### src/hdl/avr_pkg.sv
// Shared types, codes and constants of the ADSR voice waveform renderer.
package avr_pkg;

    localparam int FRAME_SAMPLES_DEF = 32;
    localparam int VOICE_COUNT_DEF   = 16;

    localparam int LEVEL_W    = 15;
    localparam int FREQ_W     = 15;
    localparam int RATE_W     = 17;
    localparam int PHASE_W    = 24;
    localparam int SAMPLE_W   = 16;
    localparam int CFG_IDX_W  = 3;
    localparam int CFG_DATA_W = 17;

    localparam logic [LEVEL_W-1:0] LEVEL_MAX = 15'h7FFF;

    // Operation codes of an input item.
    localparam logic [1:0] OP_NOTE_ON  = 2'd0;
    localparam logic [1:0] OP_NOTE_OFF = 2'd1;
    localparam logic [1:0] OP_RENDER   = 2'd2;

    // Waveform codes.
    localparam logic [1:0] WAVE_SQUARE   = 2'd0;
    localparam logic [1:0] WAVE_TRIANGLE = 2'd1;
    localparam logic [1:0] WAVE_SAWTOOTH = 2'd2;
    localparam logic [1:0] WAVE_SINE     = 2'd3;

    // Configuration register indexes.
    localparam logic [CFG_IDX_W-1:0] CFG_ATTACK_PEAK   = 3'd0;
    localparam logic [CFG_IDX_W-1:0] CFG_ATTACK_STEP   = 3'd1;
    localparam logic [CFG_IDX_W-1:0] CFG_SUSTAIN_LEVEL = 3'd2;
    localparam logic [CFG_IDX_W-1:0] CFG_DECAY_STEP    = 3'd3;
    localparam logic [CFG_IDX_W-1:0] CFG_RELEASE_STEP  = 3'd4;
    localparam logic [CFG_IDX_W-1:0] CFG_SAMPLE_RATE   = 3'd5;

    // Shared divider sizes and the quotient lengths of each division.
    localparam int DIV_N_W = 44;
    localparam int DIV_D_W = 18;
    localparam int DIV_R_W = 19;
    localparam int DIV_C_W = 6;

    localparam logic [DIV_C_W-1:0] CNT_PHASE  = 6'd44;
    localparam logic [DIV_C_W-1:0] CNT_STEP   = 6'd20;
    localparam logic [DIV_C_W-1:0] CNT_PERIOD = 6'd17;
    localparam logic [DIV_C_W-1:0] CNT_MOD    = 6'd24;
    localparam logic [DIV_C_W-1:0] CNT_SCALE  = 6'd16;

    typedef enum logic [2:0] {
        ENV_IDLE    = 3'd0,
        ENV_ATTACK  = 3'd1,
        ENV_DECAY   = 3'd2,
        ENV_SUSTAIN = 3'd3,
        ENV_RELEASE = 3'd4
    } env_phase_t;

    typedef enum logic [4:0] {
        SEQ_IDLE,
        SEQ_SIN_MUL,
        SEQ_SIN_DIV0,
        SEQ_SIN_WAIT0,
        SEQ_SIN_DIV1,
        SEQ_SIN_WAIT1,
        SEQ_TRI_DIVP,
        SEQ_TRI_WAITP,
        SEQ_TRI_DIVM,
        SEQ_TRI_WAITM,
        SEQ_TRI_MULM,
        SEQ_SMP_SIN_MUL,
        SEQ_SMP_SIN_RND,
        SEQ_SMP_TRI_MUL,
        SEQ_SMP_TRI_DIV,
        SEQ_SMP_TRI_WAIT,
        SEQ_EMIT
    } seq_state_t;

    typedef struct packed {
        logic note_on;
        logic note_off;
        logic step;
    } env_cmd_t;

    typedef struct packed {
        logic [LEVEL_W-1:0] attack_peak;
        logic [LEVEL_W-1:0] attack_step;
        logic [LEVEL_W-1:0] sustain_level;
        logic [LEVEL_W-1:0] decay_step;
        logic [LEVEL_W-1:0] release_step;
    } env_cfg_t;

    typedef struct packed {
        logic [LEVEL_W-1:0] level;
        logic               done;
    } env_rsp_t;

    typedef struct packed {
        logic               start;
        logic [DIV_N_W-1:0] dividend;
        logic [DIV_D_W-1:0] divisor;
        logic [DIV_C_W-1:0] count;
    } div_req_t;

    typedef struct packed {
        logic               done;
        logic [DIV_N_W-1:0] quotient;
        logic [DIV_R_W-1:0] remainder;
    } div_rsp_t;

    // One period of a sine, round(32767 * sin(2*pi*i/32)).
    localparam logic signed [SAMPLE_W-1:0] SINE_ROM [32] = '{
        16'sd0,      16'sd6393,   16'sd12539,  16'sd18204,
        16'sd23170,  16'sd27245,  16'sd30273,  16'sd32137,
        16'sd32767,  16'sd32137,  16'sd30273,  16'sd27245,
        16'sd23170,  16'sd18204,  16'sd12539,  16'sd6393,
        16'sd0,      -16'sd6393,  -16'sd12539, -16'sd18204,
        -16'sd23170, -16'sd27245, -16'sd30273, -16'sd32137,
        -16'sd32767, -16'sd32137, -16'sd30273, -16'sd27245,
        -16'sd23170, -16'sd18204, -16'sd12539, -16'sd6393
    };

endpackage

### src/hdl/avr_if.sv
// Handshake channel interfaces: input items, result samples and configuration writes.
interface avr_in_if;
    import avr_pkg::*;

    logic                valid;
    logic                ready;
    logic [1:0]          op;
    logic [3:0]          voice;
    logic [1:0]          wave;
    logic [FREQ_W-1:0]   freq;
    logic [PHASE_W-1:0]  phase_start;

    modport source (output valid, output op, output voice, output wave, output freq,
                    output phase_start, input ready);
    modport sink (input valid, input op, input voice, input wave, input freq,
                  input phase_start, output ready);
endinterface

interface avr_out_if;
    import avr_pkg::*;

    logic                       valid;
    logic                       ready;
    logic signed [SAMPLE_W-1:0] sample;
    logic                       last;
    logic                       voice_done;

    modport source (output valid, output sample, output last, output voice_done,
                    input ready);
    modport sink (input valid, input sample, input last, input voice_done, output ready);
endinterface

interface avr_cfg_if;
    import avr_pkg::*;

    logic                  valid;
    logic                  ready;
    logic [CFG_IDX_W-1:0]  index;
    logic [CFG_DATA_W-1:0] data;

    modport source (output valid, output index, output data, input ready);
    modport sink (input valid, input index, input data, output ready);
endinterface

### src/hdl/avr_env.sv
// Per-voice ADSR envelope state and the single envelope step.
module avr_env #(
    parameter int VOICE_COUNT = avr_pkg::VOICE_COUNT_DEF
) (
    input  logic              clk,
    input  logic              rst_n,
    input  logic [3:0]        voice,
    input  avr_pkg::env_cmd_t cmd,
    input  avr_pkg::env_cfg_t cfg,
    output avr_pkg::env_rsp_t rsp
);
    import avr_pkg::*;

    localparam int VIDX_W = (VOICE_COUNT > 1) ? $clog2(VOICE_COUNT) : 1;

    env_phase_t         phase_reg [VOICE_COUNT];
    logic [LEVEL_W-1:0] level_reg [VOICE_COUNT];

    logic [VIDX_W+3:0]  voice_wide;
    logic [VIDX_W-1:0]  vidx;
    logic               in_range;
    env_phase_t         phase_cur;
    logic [LEVEL_W-1:0] level_cur;
    env_phase_t         phase_step;
    logic [LEVEL_W-1:0] level_step;
    logic               done_step;
    logic [LEVEL_W:0]   attack_sum;

    assign voice_wide = {{VIDX_W{1'b0}}, voice};
    assign vidx       = voice_wide[VIDX_W-1:0];
    assign in_range   = {28'd0, voice} < 32'(VOICE_COUNT);
    assign phase_cur  = phase_reg[vidx];
    assign level_cur  = level_reg[vidx];
    assign attack_sum = {1'b0, level_cur} + {1'b0, cfg.attack_step};

    // Attack may hand over to decay within the same step, as may decay to sustain.
    always_comb
    begin
        phase_step = phase_cur;
        level_step = level_cur;
        done_step  = 1'b0;
        if (phase_step == ENV_ATTACK)
        begin
            if (level_step < cfg.attack_peak)
                level_step = attack_sum[LEVEL_W] ? LEVEL_MAX : attack_sum[LEVEL_W-1:0];
            else
                phase_step = ENV_DECAY;
        end
        if (phase_step == ENV_DECAY)
        begin
            if (level_step > cfg.sustain_level)
                level_step = (level_step > cfg.decay_step) ?
                             level_step - cfg.decay_step : '0;
            else
            begin
                level_step = cfg.sustain_level;
                phase_step = ENV_SUSTAIN;
            end
        end
        if (phase_step == ENV_RELEASE)
        begin
            if (level_step != '0)
                level_step = (level_step > cfg.release_step) ?
                             level_step - cfg.release_step : '0;
            else
            begin
                phase_step = ENV_IDLE;
                done_step  = 1'b1;
            end
        end
    end

    assign rsp.level = in_range ? level_step : '0;
    assign rsp.done  = in_range && done_step;

    always_ff @(posedge clk or negedge rst_n)
    begin
        if (!rst_n)
        begin
            for (int i = 0; i < VOICE_COUNT; i++)
            begin
                phase_reg[i] <= ENV_IDLE;
                level_reg[i] <= '0;
            end
        end
        else if (in_range)
        begin
            if (cmd.note_on)
                phase_reg[vidx] <= ENV_ATTACK;
            else if (cmd.note_off && phase_cur != ENV_IDLE)
                phase_reg[vidx] <= ENV_RELEASE;
            else if (cmd.step)
            begin
                phase_reg[vidx] <= phase_step;
                level_reg[vidx] <= level_step;
            end
        end
    end

endmodule

### src/hdl/avr_div.sv
// Shared restoring divider that produces one quotient bit per cycle.
module avr_div (
    input  logic              clk,
    input  logic              rst_n,
    input  avr_pkg::div_req_t req,
    output avr_pkg::div_rsp_t rsp
);
    import avr_pkg::*;

    logic               busy_reg;
    logic               done_reg;
    logic [DIV_C_W-1:0] cnt_reg;
    logic [DIV_R_W-1:0] rem_reg;
    logic [DIV_N_W-1:0] acc_reg;
    logic [DIV_D_W-1:0] div_reg;

    logic [DIV_R_W-1:0] load_rem;
    logic [DIV_N_W-1:0] load_acc;
    logic [DIV_R_W-1:0] rem_shift;
    logic               ge;
    logic [DIV_R_W-1:0] rem_next;

    // The high part above the quotient length seeds the partial remainder; the caller
    // guarantees that the quotient fits in the requested number of bits.
    assign load_rem  = DIV_R_W'(req.dividend >> req.count);
    assign load_acc  = req.dividend << (DIV_C_W'(DIV_N_W) - req.count);
    assign rem_shift = {rem_reg[DIV_R_W-2:0], acc_reg[DIV_N_W-1]};
    assign ge        = rem_shift >= {1'b0, div_reg};
    assign rem_next  = ge ? rem_shift - {1'b0, div_reg} : rem_shift;

    always_ff @(posedge clk or negedge rst_n)
    begin
        if (!rst_n)
        begin
            busy_reg <= 1'b0;
            done_reg <= 1'b0;
            cnt_reg  <= '0;
        end
        else if (req.start)
        begin
            busy_reg <= 1'b1;
            done_reg <= 1'b0;
            cnt_reg  <= req.count;
        end
        else if (busy_reg)
        begin
            cnt_reg <= cnt_reg - 1'b1;
            if (cnt_reg == DIV_C_W'(1))
            begin
                busy_reg <= 1'b0;
                done_reg <= 1'b1;
            end
        end
    end

    always_ff @(posedge clk)
    begin
        if (req.start)
        begin
            rem_reg <= load_rem;
            acc_reg <= load_acc;
            div_reg <= req.divisor;
        end
        else if (busy_reg)
        begin
            rem_reg <= rem_next;
            acc_reg <= {acc_reg[DIV_N_W-2:0], ge};
        end
    end

    assign rsp.done      = done_reg;
    assign rsp.quotient  = acc_reg;
    assign rsp.remainder = rem_reg;

endmodule

### src/hdl/adsr_voice_waveform_renderer.sv
// Top level: configuration registers, render sequencer, datapath and output register.
//
// Usage. Items arrive on the items channel and are accepted when valid and ready
// are both high. A note_on or note_off request produces no
// result. A render request steps the voice's envelope once and then delivers
// FRAME_SAMPLES results on the results channel, the last flagged by last. While a
// render is in progress items.ready is low; it rises again as soon as the final
// sample has been placed in the output register, so the next request may be taken
// while that sample still waits for the receiver.
// Per render: for square and sine, a 44-bit and a 20-bit division on the shared
// divider set up the phase accumulator; for triangle and sawtooth, every sample
// needs a 16-bit division by twice the sample rate on the same divider.
// The cfg channel is always ready; writes must be made between requests.
// The block itself does not enforce this.
// Reset returns all voices to idle at level zero and loads the default settings.
// A stalled receiver holds the output register and the sequencer waits with it.
module adsr_voice_waveform_renderer #(
    parameter int FRAME_SAMPLES = avr_pkg::FRAME_SAMPLES_DEF,
    parameter int VOICE_COUNT   = avr_pkg::VOICE_COUNT_DEF
) (
    input logic      clk,
    input logic      rst_n,
    avr_in_if.sink   items,
    avr_out_if.source results,
    avr_cfg_if.sink  cfg
);
    import avr_pkg::*;

    localparam int K_W = $clog2(FRAME_SAMPLES);

    seq_state_t state_reg, state_next;

    // Configuration.
    logic [LEVEL_W-1:0] peak_reg, astep_reg, sus_reg, dstep_reg, rstep_reg;
    logic [RATE_W-1:0]  fs_reg;
    logic [RATE_W-1:0]  fs_eff;

    // Request and per-frame state.
    logic [1:0]          wave_reg;
    logic [FREQ_W-1:0]   f_reg;
    logic [PHASE_W-1:0]  start_reg;
    logic [LEVEL_W-1:0]  lv_reg;
    logic                done_reg;
    logic [K_W-1:0]      k_reg;
    logic signed [41:0]  mul_reg;
    logic [4:0]          q5_reg, qinc_reg;
    logic [RATE_W-1:0]   r_reg, rinc_reg;
    logic [17:0]         period_reg, m_reg;
    logic [RATE_W-1:0]   mf_reg;
    logic [SAMPLE_W-1:0] samp_reg;

    // Output register.
    logic                out_valid_reg;
    logic [SAMPLE_W-1:0] out_sample_reg;
    logic                out_last_reg;
    logic                out_done_reg;

    logic      in_fire;
    logic      out_free;
    logic      is_sin;
    logic      is_last;
    env_cmd_t  env_cmd;
    env_cfg_t  env_cfg;
    env_rsp_t  env_rsp;
    div_req_t  div_req;
    div_rsp_t  div_rsp;

    logic signed [25:0]         mul_a;
    logic signed [15:0]         mul_b;
    logic signed [41:0]         prod;
    logic signed [SAMPLE_W-1:0] sine_val;
    logic signed [19:0]         d_tri, d_abs, num;
    logic [DIV_N_W-1:0]         scale_dividend;
    logic [41:0]                rnd_sum;
    logic [SAMPLE_W-1:0]        samp_sin;
    logic [RATE_W:0]            r_sum;
    logic                       r_carry;
    logic [17:0]                m_inc;
    logic                       m_wrap;

    assign fs_eff   = (fs_reg == '0) ? RATE_W'(1) : fs_reg;
    assign in_fire  = items.valid && items.ready;
    assign out_free = !out_valid_reg || results.ready;
    assign is_sin   = (wave_reg == WAVE_SQUARE) || (wave_reg == WAVE_SINE);
    assign is_last  = k_reg == K_W'(FRAME_SAMPLES - 1);

    assign items.ready        = state_reg == SEQ_IDLE;
    assign cfg.ready          = 1'b1;
    assign results.valid      = out_valid_reg;
    assign results.sample     = out_sample_reg;
    assign results.last       = out_last_reg;
    assign results.voice_done = out_done_reg;

    // Configuration registers.
    always_ff @(posedge clk or negedge rst_n)
    begin
        if (!rst_n)
        begin
            peak_reg  <= 15'd32767;
            astep_reg <= 15'd512;
            sus_reg   <= 15'd16384;
            dstep_reg <= 15'd256;
            rstep_reg <= 15'd256;
            fs_reg    <= 17'd48000;
        end
        else if (cfg.valid && cfg.ready)
        begin
            case (cfg.index)
                CFG_ATTACK_PEAK:   peak_reg  <= cfg.data[LEVEL_W-1:0];
                CFG_ATTACK_STEP:   astep_reg <= cfg.data[LEVEL_W-1:0];
                CFG_SUSTAIN_LEVEL: sus_reg   <= cfg.data[LEVEL_W-1:0];
                CFG_DECAY_STEP:    dstep_reg <= cfg.data[LEVEL_W-1:0];
                CFG_RELEASE_STEP:  rstep_reg <= cfg.data[LEVEL_W-1:0];
                CFG_SAMPLE_RATE:   fs_reg    <= cfg.data[RATE_W-1:0];
                default:           ;
            endcase
        end
    end

    assign env_cfg.attack_peak   = peak_reg;
    assign env_cfg.attack_step   = astep_reg;
    assign env_cfg.sustain_level = sus_reg;
    assign env_cfg.decay_step    = dstep_reg;
    assign env_cfg.release_step  = rstep_reg;

    assign env_cmd.note_on  = in_fire && (items.op == OP_NOTE_ON);
    assign env_cmd.note_off = in_fire && (items.op == OP_NOTE_OFF);
    assign env_cmd.step     = in_fire && (items.op == OP_RENDER);

    avr_env #(
        .VOICE_COUNT(VOICE_COUNT)
    ) u_env (
        .clk   (clk),
        .rst_n (rst_n),
        .voice (items.voice),
        .cmd   (env_cmd),
        .cfg   (env_cfg),
        .rsp   (env_rsp)
    );

    avr_div u_div (
        .clk   (clk),
        .rst_n (rst_n),
        .req   (div_req),
        .rsp   (div_rsp)
    );

    // Waveform arithmetic around the shared multiplier.
    assign sine_val = SINE_ROM[q5_reg];
    assign d_tri    = {1'b0, mf_reg, 2'b00} - {2'b00, fs_eff, 1'b0};
    assign d_abs    = d_tri[19] ? -d_tri : d_tri;
    assign num      = (wave_reg == WAVE_TRIANGLE) ? d_abs - {3'b000, fs_eff}
                                                  : {2'b00, mf_reg, 1'b0} - {3'b000, fs_eff};

    // Offsetting by 65536 times the sample rate keeps the dividend positive; the
    // quotient is then the rounded sample plus 32768.
    assign scale_dividend = {mul_reg[41], mul_reg, 1'b0} + {11'd0, fs_eff, 16'd0}
                          + {27'd0, fs_eff};

    assign rnd_sum  = mul_reg + 42'sd16384;
    assign samp_sin = (wave_reg == WAVE_SQUARE) ?
                      (sine_val[SAMPLE_W-1] ? 16'd0 - {1'b0, lv_reg} : {1'b0, lv_reg}) :
                      rnd_sum[30:15];

    assign r_sum   = {1'b0, r_reg} + {1'b0, rinc_reg};
    assign r_carry = r_sum >= {1'b0, fs_eff};
    assign m_inc   = m_reg + 18'd1;
    assign m_wrap  = m_inc == period_reg;

    always_comb
    begin
        mul_a = '0;
        mul_b = '0;
        case (state_reg)
            SEQ_SIN_MUL:
            begin
                mul_a = {2'b00, start_reg};
                mul_b = {1'b0, f_reg};
            end
            SEQ_TRI_MULM:
            begin
                mul_a = {8'd0, m_reg};
                mul_b = {1'b0, f_reg};
            end
            SEQ_SMP_SIN_MUL:
            begin
                mul_a = {{10{sine_val[SAMPLE_W-1]}}, sine_val};
                mul_b = {1'b0, lv_reg};
            end
            SEQ_SMP_TRI_MUL:
            begin
                mul_a = {{6{num[19]}}, num};
                mul_b = {1'b0, lv_reg};
            end
            default:
            begin
                mul_a = '0;
                mul_b = '0;
            end
        endcase
    end

    assign prod = mul_a * mul_b;

    // Sequencer: next state and divider requests.
    always_comb
    begin
        state_next = state_reg;
        div_req    = '0;
        case (state_reg)
            SEQ_IDLE:
            begin
                if (in_fire && items.op == OP_RENDER)
                begin
                    if (items.wave == WAVE_SQUARE || items.wave == WAVE_SINE)
                        state_next = SEQ_SIN_MUL;
                    else
                        state_next = SEQ_TRI_DIVP;
                end
            end
            SEQ_SIN_MUL:
                state_next = SEQ_SIN_DIV0;
            SEQ_SIN_DIV0:
            begin
                div_req.start    = 1'b1;
                div_req.dividend = {mul_reg[38:0], 5'd0};
                div_req.divisor  = {1'b0, fs_eff};
                div_req.count    = CNT_PHASE;
                state_next       = SEQ_SIN_WAIT0;
            end
            SEQ_SIN_WAIT0:
                if (div_rsp.done)
                    state_next = SEQ_SIN_DIV1;
            SEQ_SIN_DIV1:
            begin
                div_req.start    = 1'b1;
                div_req.dividend = {24'd0, f_reg, 5'd0};
                div_req.divisor  = {1'b0, fs_eff};
                div_req.count    = CNT_STEP;
                state_next       = SEQ_SIN_WAIT1;
            end
            SEQ_SIN_WAIT1:
                if (div_rsp.done)
                    state_next = SEQ_SMP_SIN_MUL;
            SEQ_TRI_DIVP:
            begin
                div_req.start    = 1'b1;
                div_req.dividend = {27'd0, fs_eff};
                div_req.divisor  = {3'd0, f_reg};
                div_req.count    = CNT_PERIOD;
                state_next       = SEQ_TRI_WAITP;
            end
            SEQ_TRI_WAITP:
                if (div_rsp.done)
                    state_next = SEQ_TRI_DIVM;
            SEQ_TRI_DIVM:
            begin
                div_req.start    = 1'b1;
                div_req.dividend = {20'd0, start_reg};
                div_req.divisor  = period_reg;
                div_req.count    = CNT_MOD;
                state_next       = SEQ_TRI_WAITM;
            end
            SEQ_TRI_WAITM:
                if (div_rsp.done)
                    state_next = SEQ_TRI_MULM;
            SEQ_TRI_MULM:
                state_next = SEQ_SMP_TRI_MUL;
            SEQ_SMP_SIN_MUL:
                state_next = SEQ_SMP_SIN_RND;
            SEQ_SMP_SIN_RND:
                state_next = SEQ_EMIT;
            SEQ_SMP_TRI_MUL:
                state_next = SEQ_SMP_TRI_DIV;
            SEQ_SMP_TRI_DIV:
            begin
                div_req.start    = 1'b1;
                div_req.dividend = scale_dividend;
                div_req.divisor  = {fs_eff, 1'b0};
                div_req.count    = CNT_SCALE;
                state_next       = SEQ_SMP_TRI_WAIT;
            end
            SEQ_SMP_TRI_WAIT:
                if (div_rsp.done)
                    state_next = SEQ_EMIT;
            SEQ_EMIT:
            begin
                if (out_free)
                begin
                    if (is_last)
                        state_next = SEQ_IDLE;
                    else if (is_sin)
                        state_next = SEQ_SMP_SIN_MUL;
                    else
                        state_next = SEQ_SMP_TRI_MUL;
                end
            end
            default:
                state_next = SEQ_IDLE;
        endcase
    end

    always_ff @(posedge clk or negedge rst_n)
    begin
        if (!rst_n)
            state_reg <= SEQ_IDLE;
        else
            state_reg <= state_next;
    end

    // Control registers of the frame and the output stage.
    always_ff @(posedge clk or negedge rst_n)
    begin
        if (!rst_n)
        begin
            k_reg         <= '0;
            out_valid_reg <= 1'b0;
        end
        else
        begin
            if (in_fire)
                k_reg <= '0;
            else if (state_reg == SEQ_EMIT && out_free)
                k_reg <= k_reg + 1'b1;

            if (state_reg == SEQ_EMIT && out_free)
                out_valid_reg <= 1'b1;
            else if (results.ready)
                out_valid_reg <= 1'b0;
        end
    end

    // Datapath registers.
    always_ff @(posedge clk)
    begin
        if (in_fire)
        begin
            wave_reg  <= items.wave;
            f_reg     <= (items.freq == '0) ? FREQ_W'(1) : items.freq;
            start_reg <= items.phase_start;
            lv_reg    <= env_rsp.level;
            done_reg  <= env_rsp.done;
        end

        case (state_reg)
            SEQ_SIN_MUL, SEQ_SMP_SIN_MUL, SEQ_SMP_TRI_MUL:
                mul_reg <= prod;
            SEQ_SIN_WAIT0:
                if (div_rsp.done)
                begin
                    q5_reg <= div_rsp.quotient[4:0];
                    r_reg  <= div_rsp.remainder[RATE_W-1:0];
                end
            SEQ_SIN_WAIT1:
                if (div_rsp.done)
                begin
                    qinc_reg <= div_rsp.quotient[4:0];
                    rinc_reg <= div_rsp.remainder[RATE_W-1:0];
                end
            SEQ_TRI_WAITP:
                if (div_rsp.done)
                    period_reg <= {1'b0, div_rsp.quotient[RATE_W-1:0]} + 18'd1;
            SEQ_TRI_WAITM:
                if (div_rsp.done)
                    m_reg <= div_rsp.remainder[17:0];
            SEQ_TRI_MULM:
                mf_reg <= prod[RATE_W-1:0];
            SEQ_SMP_SIN_RND:
                samp_reg <= samp_sin;
            SEQ_SMP_TRI_WAIT:
                if (div_rsp.done)
                    samp_reg <= {~div_rsp.quotient[15], div_rsp.quotient[14:0]};
            SEQ_EMIT:
                if (out_free)
                begin
                    out_sample_reg <= samp_reg;
                    out_last_reg   <= is_last;
                    out_done_reg   <= done_reg;
                    // Advance both phase trackers to the next sample.
                    r_reg  <= r_carry ? RATE_W'(r_sum - {1'b0, fs_eff}) : r_sum[RATE_W-1:0];
                    q5_reg <= q5_reg + qinc_reg + {4'd0, r_carry};
                    if (m_wrap)
                    begin
                        m_reg  <= '0;
                        mf_reg <= '0;
                    end
                    else
                    begin
                        m_reg  <= m_inc;
                        mf_reg <= mf_reg + {2'b00, f_reg};
                    end
                end
            default:
                ;
        endcase
    end

endmodule
### src/flat_wrapper.sv
// flat-port wrapper written by rule: the top's interface ports become plain ports
module adsr_voice_waveform_renderer_flat import avr_pkg::*;
#(
    parameter int FRAME_SAMPLES = avr_pkg::FRAME_SAMPLES_DEF,
    parameter int VOICE_COUNT   = avr_pkg::VOICE_COUNT_DEF
)
  (clk, rst_n, items_valid, items_op, items_voice, items_wave, items_freq, items_phase_start, items_ready, results_valid, results_sample, results_last, results_voice_done, results_ready, cfg_valid, cfg_index, cfg_data, cfg_ready);
  avr_in_if items_i ();
  avr_out_if results_i ();
  avr_cfg_if cfg_i ();
  input logic clk;
  input logic rst_n;
  input wire logic [$bits(items_i.valid)-1:0] items_valid;
  input wire logic [$bits(items_i.op)-1:0] items_op;
  input wire logic [$bits(items_i.voice)-1:0] items_voice;
  input wire logic [$bits(items_i.wave)-1:0] items_wave;
  input wire logic [$bits(items_i.freq)-1:0] items_freq;
  input wire logic [$bits(items_i.phase_start)-1:0] items_phase_start;
  output wire logic [$bits(items_i.ready)-1:0] items_ready;
  output wire logic [$bits(results_i.valid)-1:0] results_valid;
  output wire logic [$bits(results_i.sample)-1:0] results_sample;
  output wire logic [$bits(results_i.last)-1:0] results_last;
  output wire logic [$bits(results_i.voice_done)-1:0] results_voice_done;
  input wire logic [$bits(results_i.ready)-1:0] results_ready;
  input wire logic [$bits(cfg_i.valid)-1:0] cfg_valid;
  input wire logic [$bits(cfg_i.index)-1:0] cfg_index;
  input wire logic [$bits(cfg_i.data)-1:0] cfg_data;
  output wire logic [$bits(cfg_i.ready)-1:0] cfg_ready;
  assign items_i.valid = items_valid;
  assign items_i.op = items_op;
  assign items_i.voice = items_voice;
  assign items_i.wave = items_wave;
  assign items_i.freq = items_freq;
  assign items_i.phase_start = items_phase_start;
  assign items_ready = items_i.ready;
  assign results_valid = results_i.valid;
  assign results_sample = results_i.sample;
  assign results_last = results_i.last;
  assign results_voice_done = results_i.voice_done;
  assign results_i.ready = results_ready;
  assign cfg_i.valid = cfg_valid;
  assign cfg_i.index = cfg_index;
  assign cfg_i.data = cfg_data;
  assign cfg_ready = cfg_i.ready;
  adsr_voice_waveform_renderer #(.FRAME_SAMPLES(FRAME_SAMPLES), .VOICE_COUNT(VOICE_COUNT)) u_core (.clk(clk), .rst_n(rst_n), .items(items_i), .results(results_i), .cfg(cfg_i));
endmodule
### config.mk
export PLATFORM = sky130hd
export DESIGN_NAME = adsr_voice_waveform_renderer_flat
export DESIGN_NICKNAME = d
export VERILOG_FILES = /design/src/hdl/avr_pkg.sv /design/src/hdl/avr_if.sv /design/src/hdl/avr_env.sv /design/src/hdl/avr_div.sv /design/src/hdl/adsr_voice_waveform_renderer.sv /design/src/flat_wrapper.sv
export SDC_FILE = /design/constraint.sdc
export NUM_CORES = 2
export LEC_CHECK = 0
export ABC_AREA = 1
export ABC_CLOCK_PERIOD_IN_PS = 14800
export BUFFER_PORTS_ARGS = -buffer_cell sky130_fd_sc_hd__buf_2
export CORE_MARGIN = 2
export CORE_UTILIZATION = 45
export DETAILED_ROUTE_END_ITERATION = 8
export PLACE_DENSITY = 0.68
export REMOVE_ABC_BUFFERS = 1
export SYNTH_ARGS = -nofsm -noshare
export SYNTH_HDL_FRONTEND = slang
export SYNTH_SLANG_ARGS = --single-unit
### constraint.sdc
create_clock -name clk -period 14.8 [get_ports clk]
set_input_delay 0 -clock clk [delete_from_list [all_inputs] [get_ports clk]]
set_output_delay 0 -clock clk [all_outputs]
set_load 0.01 [all_outputs]
==> results.md <==
- Result of the run: complete, but fails checks
- Violations in the final reports: hold timing
- Number of cells in the finished layout apart from fillers: around 9500
- PnR worst setup slack: about 1300 ps
- Fin Setup TNS: 0 ps
- FFs w/ async S/R, synth: a little under three fifths
- Sum of routed wire length over all layers: around 220000 microns
- Power Density: approximately 190 nW/um^2
- Mean Syn Cell Area: ~7.8 sq um
- CP Launch Type: flip-flop
- Clock slew at reported path FFs: 70 ps
- Worst ir drop on vdd: around 150 uV
- Critical R2R Capture: u_core.mul_reg[39]
- Inst Count DP: 9305
- Width of the chip: 368 microns
- IO buf count: 91
- Flip-flop count of the largest register, all copies and words added: 240
- RSZ-0062 raised after global routing: false
- Worst Setup End Kind: flip-flop
- RD Place Congestion: 1.02
- Number of flops mapped to enable cells by yosys: 310
- Net Switching: between 6000 and 7000 uW
- Pre-Repair DR Iteration Count: 6
- Slowest cell on the critical path: sky130_fd_sc_hd__a21oi_1
- Data required time at the worst endpoint: 15230 ps
- Detailed-route wire length per cell: 22.9 microns
- Die height: 368 microns
- Clock tree from TritonCTS: yes
- Synthesis-to-layout area growth: 10.0%
- Flops & latches, synth: 709
- H-tree Lvls: 3
- Worst-margin pin slew: 1300 ps
- Clock share of power: between 10% and 20%
- Tightest Hold Check Type: input port to asynchronous set/reset pin
- Area of the die: ~140000 sq um
- Final #Nets: 8523
- Most area-consuming cells after synthesis: sky130_fd_sc_hd__dfrtp_1 16%, sky130_fd_sc_hd__edfxtp_1 16%, sky130_fd_sc_hd__nand2_1 14%, sky130_fd_sc_hd__fa_1 13%, sky130_fd_sc_hd__ha_1 7.5%
- Share of total power consumed by net switching: 50.3%
- Area of the core: 132000 sq um
- Portion of total power attributed to combinational logic: roughly 58%
- Row count: around 130
- Biggest area consumer among synthesized cells: sky130_fd_sc_hd__dfrtp_1
- Slowest Stage Delay on Critical Path: 990 ps
- Total overflow reported by the global router: 0
- Sequential share of power: 25.0%
- Post-CTS setup repair buffer count: 0
- Start point of the critical path: u_core.fs_reg[1]
- Fin Hold WS: -84.4 ps
- Final hold violations: 28
- Total via count in the routed design: 54400
- Cell Area, Placed: 62100 sq um
- Gate Count Post-Synth: 7653
- Top fanout value on the critical path: 15
- Summed instance area of the synthesized netlist: 59800 sq um
- Worst Path Class, Setup: flip-flop to flip-flop
- Synth warnings: 0
- Number of global-route vias before repair: approximately 52000
- Part of the Yosys area used for sequential elements: 32.3%
- Insertion delay to the later sink of the worst-skew pair: 710 ps
- Clock sinks: 709
- Pin count of the biggest net entering global routing: 147
- Max frequency: about 74 MHz
- Count of filler cells inserted in the layout: between 10000 and 15000
- First-pass GRT wire length: 329000 microns
- Area share of the largest cell type after synthesis: 15.6%
- Post-route DRC: 0
- Vias/cell: 5.71
- Worst slack at placement: ~1800 ps
- Final setup violation count: 0
- Number of buffers created by CTS: 81
- Number of max-slew violations in the final report: 0
- Initial standard-cell utilization of the core: 45.4%
- Post-route cell area: 65800 sq um
- Remaining antenna violation count: 0
- Internal power: between 6000 and 7000 uW
- R2R setup slack: 1330 ps
- Number of antenna violations at the first check in global routing: 13
- Max Clock Skew: 28.4 ps
- Number of primary I/O pins: 93
- Clock root buffer: sky130_fd_sc_hd__clkbuf_16
- Portion of the clock cycle consumed by the worst path in the final layout: 91.0%
- Share of cells above drive strength 1: 5.93%
- Aggregate global-route resource usage: about a third
- Number of gates resized after cts: 0
- Startpoint of the most critical register-to-register path: u_core.fs_reg[1]
- Distinct cell type count of the synthesized netlist: 70
- HPWL after DPL: 165000 microns
- CP most frequent cell: sky130_fd_sc_hd__nand2_1
- Most instantiated flip-flop cell in the synthesis netlist: sky130_fd_sc_hd__dfrtp_1
- Final critical delay including setup and external delays: 13470 ps
- Number of DRC violations after detailed-routing iteration 0: ~6300
- Arrival time at the worst endpoint: 13900 ps
- Static Leak: 0.0328 uW
- CTS Buffer Depth: 3
- Worst slew margin relative to its limit: between 10% and 20%
- Worst Reg2Reg Path Length in Cells: 56
- Number of buffers added to fix hold violations after cts: 80
- Max-cap violation count: 0
Yosys cell counts (16+ instances only):
master / number
sky130_fd_sc_hd__dfrtp_1: 373
sky130_fd_sc_hd__o21ai_0: 426
sky130_fd_sc_hd__nand3_1: 271
sky130_fd_sc_hd__buf_2: 16
sky130_fd_sc_hd__nand3b_1: 19
sky130_fd_sc_hd__xnor2_1: 78
sky130_fd_sc_hd__inv_1: 1151
sky130_fd_sc_hd__nor2_1: 436
sky130_fd_sc_hd__o221ai_1: 20
sky130_fd_sc_hd__o211ai_1: 58
sky130_fd_sc_hd__ha_1: 359
sky130_fd_sc_hd__clkbuf_1: 228
sky130_fd_sc_hd__a21oi_1: 377
sky130_fd_sc_hd__or2_2: 26
sky130_fd_sc_hd__buf_1: 28
sky130_fd_sc_hd__a21o_1: 16
sky130_fd_sc_hd__nand2_1: 2266
sky130_fd_sc_hd__xor2_1: 144
sky130_fd_sc_hd__inv_2: 16
sky130_fd_sc_hd__a221oi_1: 17
sky130_fd_sc_hd__fa_1: 379
sky130_fd_sc_hd__a22oi_1: 141
sky130_fd_sc_hd__clkinv_1: 22
sky130_fd_sc_hd__nand4_1: 77
sky130_fd_sc_hd__a31oi_1: 62
sky130_fd_sc_hd__dfstp_2: 26
sky130_fd_sc_hd__o22ai_1: 42
sky130_fd_sc_hd__edfxtp_1: 310
sky130_fd_sc_hd__nor3_1: 55
power groups by stage:
stage	sequential, uW	clock [uW]	combinational (uW)
after global placement	3130	0	6940
after global routing	3150	2260	7900
after detailed placement	3130	0	6970
after floorplan	2940	0	4680
final	3120	2170	7180
after CTS	3100	2200	7030
per-stage QoR:
stage	power, uW	utilization, %
4_1_cts	12300	50.0
3_3_place_gp	10100	47.2
6_report	12500	50.0
3_5_place_dp	10100	47.2
2_1_floorplan	7620	-
5_1_grt	13300	50.0
cell type report:
cell class | instances | area, sq um | area share, %
tap | 1755 | 2200 | 3.34
inverter | 1190 | 4470 | 6.80
clock inverter | 31 | 373 | 0.567
antenna | 1 | 2.50 | 0.00381
multi-input combinational | 5460 | 34900 | 53.0
sequential | 709 | 19300 | 29.4
clock buffer | 117 | 2480 | 3.78
timing repair buffer | 271 | 2030 | 3.09
routing by layer:
layer / global-route usage [%] / up-vias / part of all wire (%) / routed length (microns)
li1: - / 24800 / - / -
met1: 42.8 / 26400 / 41 / 89300
met2: 49.8 / 2666 / 45 / 97600
met3: 5.86 / 523 / 8.9 / 19400
met4: 15.4 / 12 / 5.5 / 12100
met5: 0 / - / 0.040 / 88
worst max-delay path: cells and delay by family (launching register included):
kind	cells	cell delay [ps]
buffers and inverters	8	1000
AOI/OAI and AO/OA	17	4520
xor gates and xnor gates	2	280
adders and majority gates	9	4010
DFF	1	510
and+or+nand+nor	20	2850
cells in the final DEF, fill, tap and decap left out, types with 26 or more instances in the layout:
cell type,Yosys,routed
sky130_fd_sc_hd__a21oi_1,377,377
sky130_fd_sc_hd__a22oi_1,141,141
sky130_fd_sc_hd__a31oi_1,62,62
sky130_fd_sc_hd__buf_2,16,90
sky130_fd_sc_hd__buf_4,10,99
sky130_fd_sc_hd__clkbuf_16,0,90
sky130_fd_sc_hd__dfrtp_1,373,373
sky130_fd_sc_hd__dfstp_2,26,26
sky130_fd_sc_hd__dlygate4sd3_1,0,80
sky130_fd_sc_hd__edfxtp_1,310,310
sky130_fd_sc_hd__fa_1,379,379
sky130_fd_sc_hd__ha_1,359,359
sky130_fd_sc_hd__inv_1,1151,1149
sky130_fd_sc_hd__nand2_1,2266,2265
sky130_fd_sc_hd__nand3_1,271,271
sky130_fd_sc_hd__nand4_1,77,77
sky130_fd_sc_hd__nor2_1,436,431
sky130_fd_sc_hd__nor3_1,55,49
sky130_fd_sc_hd__o211ai_1,58,58
sky130_fd_sc_hd__o21ai_0,426,425
sky130_fd_sc_hd__o22ai_1,42,29
sky130_fd_sc_hd__or2_2,26,26
sky130_fd_sc_hd__xnor2_1,78,78
sky130_fd_sc_hd__xor2_1,144,143
logic make-up after synthesis:
family / Yosys count / share of synthesized area [%]
other: 1 / 0.00627
DFF: 709 / 32.3
AOI/OAI and AO/OA: 1299 / 12.9
and+or+nand+nor: 3196 / 21.6
muxes: 4 / 0.0670
xor gates and xnor gates: 222 / 3.25
adders and majority gates: 738 / 20.2
buffers and inverters: 1484 / 9.57
worst max path at each step:
stage | to | slack [ps] | cells past startpoint
floorplan | u_core.mul_reg[39] | 4150 | 55
global placement | u_core.mul_reg[39] | 1850 | 56
detailed placement | u_core.mul_reg[39] | 1810 | 56
CTS | u_core.mul_reg[39] | 1770 | 56
global route | u_core.mul_reg[39] | 490 | 56
finish | u_core.mul_reg[39] | 1330 | 56
Note: power is estimated with default switching activity, not from simulation.
